[src/rtl/bpfa_pkg.sv]
`timescale 1ns / 1ps

package bpfa_pkg;

	localparam int unsigned FRAME_SHIFT = 12;
	localparam int unsigned WORD_BITS = 32;
	localparam logic [31:0] FULL_WORD = 32'hffff_ffff;
	localparam logic [13:0] FRAME_COUNT_RESET = 14'd8192;

	typedef enum logic [1:0] {
		REQ_ALLOC = 2'd0,
		REQ_FREE = 2'd1,
		REQ_MARK = 2'd2,
		REQ_TEST = 2'd3
	} req_t;

	typedef enum logic [1:0] {
		STAT_OK = 2'd0,
		STAT_FULL = 2'd1,
		STAT_RANGE = 2'd2
	} status_t;

	typedef enum logic [2:0] {
		S_CLEAR,
		S_IDLE,
		S_SCAN,
		S_MODIFY,
		S_DONE
	} state_t;

	typedef struct packed {
		logic [31:0] frame_address;
		logic frame_in_use;
		status_t status;
	} res_t;

	typedef struct packed {
		logic load;
		logic scan;
		logic rd_in;
		logic rd_scan;
		logic modify;
		logic out_load;
		logic out_src_mod;
		logic clearing;
	} ctrl_cmd_t;

	typedef struct packed {
		logic clear_done;
		logic req_alloc;
		logic in_range;
		logic hit;
		logic exhausted;
	} dp_sts_t;

endpackage

[src/rtl/bpfa_ctrl.sv]
`timescale 1ns / 1ps

module bpfa_ctrl (
	input  logic                  clk,
	input  logic                  arst_n,
	input  logic                  req_valid,
	output logic                  req_ready,
	output logic                  rsp_valid,
	input  logic                  rsp_ready,
	input  bpfa_pkg::dp_sts_t     sts,
	output bpfa_pkg::ctrl_cmd_t   cmd
);

	bpfa_pkg::state_t state_q, state_d;
	logic out_valid_q;
	logic slot_free;
	logic req_xfer;

	assign slot_free = !out_valid_q || rsp_ready;
	assign req_ready = (state_q == bpfa_pkg::S_IDLE);
	assign req_xfer = req_valid && req_ready;
	assign rsp_valid = out_valid_q;

	always_comb begin
		state_d = state_q;
		case (state_q)
			bpfa_pkg::S_CLEAR: begin
				if (sts.clear_done) state_d = bpfa_pkg::S_IDLE;
			end
			bpfa_pkg::S_IDLE: begin
				if (req_xfer) begin
					if (sts.req_alloc) state_d = bpfa_pkg::S_SCAN;
					else if (sts.in_range) state_d = bpfa_pkg::S_MODIFY;
					else state_d = bpfa_pkg::S_DONE;
				end
			end
			bpfa_pkg::S_SCAN: begin
				if (sts.hit) state_d = bpfa_pkg::S_MODIFY;
				else if (sts.exhausted) state_d = bpfa_pkg::S_DONE;
			end
			bpfa_pkg::S_MODIFY: begin
				state_d = slot_free ? bpfa_pkg::S_IDLE : bpfa_pkg::S_DONE;
			end
			bpfa_pkg::S_DONE: begin
				if (slot_free) state_d = bpfa_pkg::S_IDLE;
			end
			default: state_d = bpfa_pkg::S_CLEAR;
		endcase
	end

	always_comb begin
		cmd = '0;
		case (state_q)
			bpfa_pkg::S_CLEAR: begin
				cmd.clearing = 1'b1;
			end
			bpfa_pkg::S_IDLE: begin
				cmd.load = req_xfer;
				cmd.rd_in = req_xfer && !sts.req_alloc && sts.in_range;
			end
			bpfa_pkg::S_SCAN: begin
				cmd.scan = 1'b1;
				cmd.rd_scan = sts.hit;
			end
			bpfa_pkg::S_MODIFY: begin
				cmd.modify = 1'b1;
				cmd.out_load = slot_free;
				cmd.out_src_mod = 1'b1;
			end
			bpfa_pkg::S_DONE: begin
				cmd.out_load = slot_free;
			end
			default: cmd = '0;
		endcase
	end

	always_ff @(posedge clk or negedge arst_n) begin
		if (!arst_n) begin
			state_q <= bpfa_pkg::S_CLEAR;
			out_valid_q <= 1'b0;
		end else begin
			state_q <= state_d;
			if (cmd.out_load) out_valid_q <= 1'b1;
			else if (rsp_ready) out_valid_q <= 1'b0;
		end
	end

endmodule

[config.mk]
export PLATFORM = sky130hd
export DESIGN_NAME = bpfa_ctrl
export DESIGN_NICKNAME = d
export VERILOG_FILES = /design/src/rtl/bpfa_pkg.sv /design/src/rtl/bpfa_ctrl.sv
export SDC_FILE = /design/constraint.sdc
export NUM_CORES = 1
export LEC_CHECK = 0
export CAP_MARGIN = 25
export CORE_AREA = 2 2 39 41
export DETAILED_ROUTE_END_ITERATION = 10
export DIE_AREA = 0 0 41 43
export DONT_BUFFER_PORTS = 1
export GPL_ROUTABILITY_DRIVEN = 0
export PLACE_DENSITY = 0.37
export SYNTH_ARGS = -nofsm -noshare
export SYNTH_HDL_FRONTEND = slang
export SYNTH_SLANG_ARGS = --single-unit
[constraint.sdc]
create_clock -name clk -period 1.4 [get_ports clk]
set_clock_uncertainty 0.1 [all_clocks]
set_input_delay 0.21 -clock clk [delete_from_list [all_inputs] [get_ports clk]]
set_output_delay 0.21 -clock clk [all_outputs]
set_load 0.05 [all_outputs]
# == After elaboration in Yosys (flattened, before gate mapping) ==
# Index checks and enable logic that the tools add are counted.
# totals
regBits,4
latchBits,0
ramBits,0
mem_bits_ro,0
wordCells,38
n_memories,0
# op_classes
n_addsub,0
multipliers,0
div,0
n_lt_le_gt_ge,0
eq_ne,8
shifts,0
n_mux,18
bitwise,0
reduce_logical,10
# op_table
cell,n
$mux W3,8
$pmux W3 S5,1
$mux W1,9
$eq A3 B2 Y1 const B,2
$ne A2 B2 Y1 const B,2
$reduce_and A4 Y1,1
$eq A3 B1 Y1 const B,1
$eq A3 B3 Y1 const B,1
$logic_and A1 B1 Y1,3
$logic_not A3 Y1,1
$ne A3 B3 Y1 const B,1
$logic_not A1 Y1,2
$ne A2 B1 Y1 const B,1
$reduce_bool A2 Y1,1
$reduce_or A2 Y1,1
$logic_or A1 B1 Y1,1

# == Longest topological paths before layout ==
# depth
ltp_word,5
ltp_mapped,5
mapped_depth_nobuf,4

# == Worst setup path before layout ==
# Ideal clock, no wire load.
# synth_timing
path_kind,flip-flop to output port
from,register state_q[2]
to,output port cmd[2] in the netlist's numbering
arrival_ps,1937
t_required_ps,1090
setup_slack_ps,-847
stages_incl_launch_ff,5
cell_sequence,dfrtp_1 > nand2b_1 > nor2_2 > a21oi_1 > nor2_1
# synth_rtl
item,line,text
from (decl),bpfa_ctrl.sv:14,"bpfa_pkg::state_t state_q, state_d;"
from (signal assigned),bpfa_ctrl.sv:79,state_q <= bpfa_pkg::S_CLEAR;
from (signal assigned),bpfa_ctrl.sv:82,state_q <= state_d;
to (decl),bpfa_ctrl.sv:11,output bpfa_pkg::ctrl_cmd_t cmd

==> out/metrics.yaml <==
outcome:
  violations: "setup timing"
  run_status: "finished, violations left"
grt:
  grt_pass1_wl_um: 1860
  grtUsageTotal_pct: 15.6
  grt_pass1_vias: 461
  antenna_found_initial: 0
  gr-total-overflow: 0
  grt_max_degree: 7
clocking:
  cts_tree: "done"
  cts-root-buf: "clkbuf_4"
  clock_sinks: 4
  cts_inserted_buffers: 3
  htree_levels: 1
  clk_latency_ps: 240
  path_clk_slew_ps: 40
  clockBufferDepth: 2
final_layout:
  final_cell_mix: "buf_4 (13), nor2_1 (4), nand2_1 (4), buf_6 (4)"
  nets: 78
  seq_area_um2: 104
  design_area_um2: 676
  layout_commonest_cell: "buf_4"
  antenna_cells: 0
  multiInputGateArea_um2: 280
  fillers: 142
  layout-drive-gt1-share_pct: 63.2
  final_util_pct: 48.8
  areaGrowthSynthToFinish_pct: 94.2
  final_cells: 84
detailed_routing:
  wl_um: 1050
  drt-initial-drc-count: 1
  drc: 0
  vias_per_cell: 4.90
  postRouteAntennaNets: 0
  drt_first_pass_iters: 3
  post_drt_wl_per_cell_um: 12.5
  num_vias: 412
power_and_ir_drop:
  power.internal_mw: 0.914
  p_switching_mw: 0.875
  combPwrFrac_pct: 77.6
  switching_share_pct: 48.9
  vdd_drop_max_v: 0.00143
  p_leak_nw: 0.304
  power_mw: 1.79
  power_frac_seq_pct: 13.5
  p_clk_share_pct: 8.9
  powerDensity_nw_per_um2: 2650
critical_path:
  endpoint: "cmd[5]"
  crit_path_top_delay_cell: "dfrtp_2"
  reg2reg_setup_slack_ps: -90
  crit_fanout: 6
  cp.depth: 3
  path_class: "reg -> out"
  cp_slowest_stage_delay_ps: 460
  startpoint_type: "flop"
  path_cells: "nor2_4, and3_4, and3b_2"
  rr_worst_depth: 7
  critPathBufInv: 0
  crit_required_ps: 1090
  endpoint_kind: "output port"
  critPathArrivalTime_ps: 1340
  rr_startpoint: "state_q[1]$_DFFE_PN0P_"
  crit_family: "simple AND/OR/NAND/NOR gates"
  crit_path_start: "state_q[1]$_DFFE_PN0P_"
  timing.rr.end: "state_q[0]$_DFFE_PN0P_"
timing:
  fin_ws_ps: -253
  max-slew-margin-rel_pct: 81.7
  post-route-period-util_pct: 118
  setup_viol: 11
  min_period_ps: 1650
  achievable-frequency_ghz: 0.605
  hold_violations: 0
  drv_slew: 0
  worstMarginPinSlew_ps: 276
  rsz0062_at_grt: "yes"
synthesis:
  synth_area_um2: 348
  ys_ff_latch: 4
  synthCells: 43
  ys.warnings.count: 0
  synth.distinct_cells: 27
  syn_nets: 52
  avgSynthCellArea_um2: 8.09
  ys_seq_area_share_pct: 28.8
place:
  dpl_cell_area_um2: 556
  dp.final_hpwl_um: 842
  port_buffers: 0
  placed_cells: 75
hold_path:
  hold_path_class: "in -> reg"
floorplanning:
  io_pins: 19
  core_area_um2: 1380
  die_h_um: 43
  dieWidth_um: 41
  rows: 14
  fp.dieArea_um2: 1760
  initial_core_util_pct: 25.1
run:
  cap_violations: 0
how the worst min path moves through the flow:
| stage | from | endpoint | slack (ps) | cells after the start |
|---|---|---|---|---|
| floorplan | arst_n | rsp_valid$_DFFE_PN0P_ | -190 | 0 |
| global placement | arst_n | rsp_valid$_DFFE_PN0P_ | -190 | 0 |
| detailed placement | arst_n | rsp_valid$_DFFE_PN0P_ | -190 | 0 |
| CTS | sts[0] | state_q[1]$_DFFE_PN0P_ | 80 | 3 |
| global route | sts[0] | state_q[1]$_DFFE_PN0P_ | 100 | 3 |
| finish | sts[0] | state_q[1]$_DFFE_PN0P_ | 90 | 3 |
worst min-delay path: stages:
cell,delay (ps)
nor2_1,30
nand2_2,80
o21ai_1,70
synth_stat cells:
| cell type | number | share of area (%) |
|---|---|---|
| nor2_4 | 1 | 3.2 |
| and3b_1 | 1 | 2.5 |
| and3_1 | 1 | 1.8 |
| nand2_1 | 4 | 4.3 |
| o32a_1 | 1 | 2.9 |
| dfrtp_1 | 4 | 29 |
| nand2_2 | 2 | 3.6 |
| buf_4 | 2 | 4.3 |
| a211oi_2 | 1 | 3.6 |
| nor2_1 | 5 | 5.4 |
| nand2b_1 | 2 | 3.6 |
| inv_1 | 1 | 1.1 |
| nand3b_1 | 1 | 2.2 |
| o21ai_2 | 1 | 2.5 |
| nor2_2 | 1 | 1.8 |
| a21oi_1 | 3 | 4.3 |
| nor3b_2 | 1 | 3.6 |
| o31ai_1 | 1 | 2.2 |
| nor3_1 | 1 | 1.4 |
| mux2i_1 | 1 | 2.9 |
| nand4bb_1 | 1 | 3.2 |
| o21ai_1 | 1 | 1.4 |
| nand3_1 | 2 | 2.9 |
| nor2b_1 | 1 | 1.8 |
| inv_2 | 1 | 1.1 |
| and2_1 | 1 | 1.8 |
| o22ai_1 | 1 | 1.8 |
registers in the layout (all words and copies together), names as in the netlist:
register,flops
state_q,3
rsp_valid,1
power by group through the flow:
stage / combinational [mW] / clock, mW / sequential, mW
finish: 1.39 / 0.158 / 0.242
global route: 1.48 / 0.176 / 0.252
CTS: 1.37 / 0.171 / 0.243
detailed placement: 1.22 / 0 / 0.238
global placement: 1.22 / 0 / 0.236
floorplan: 0.777 / 0 / 0.266
layout make-up:
type	instances	share of cell area [%]
clock buffers	4	3.89
inverters	2	1.11
multi-input cells	35	41.5
flip-flops and latches	4	15.4
well taps	16	2.96
repair buffers	23	35.2
per-stage QoR:
step / hold slack, ps / setup TNS, ps / worst slack [ps]
after floorplan: -186 / -1360 / -330
after global placement: -186 / 0 / 13.0
after detailed placement: -186 / -20.0 / -11.7
after CTS: 77.5 / -1630 / -259
after global routing: 102 / -2440 / -313
final: 86.6 / -1670 / -253
cell families after synthesis:
logic type | count (synthesis) | share of synthesized area, %
buf+inv | 4 | 6.47
mux | 1 | 2.88
flops | 4 | 28.8
simple gates | 25 | 43.2
compound gates | 9 | 18.7
per-layer routing:
layer | vias to the layer above | wire (um) | GRT usage (%)
li1 | 199 | - | -
met1 | 194 | 376 | 17.6
met2 | 15 | 596 | 25.0
met3 | 4 | 54 | 3.14
met4 | 0 | 26 | 10.0
met5 | - | 0 | 0
what timing repair did:
item / 4_1_cts / 5_1_grt
endpoints found under the setup margin: 10 / 12
setup buffers: 3 / 1
pin swaps: 5 / 2
hold buffers: 2 / 0
gates resized for setup: 13 / 1
endpoints found under the hold margin: 5 / 0
Note: power is estimated with default switching activity, not from simulation.
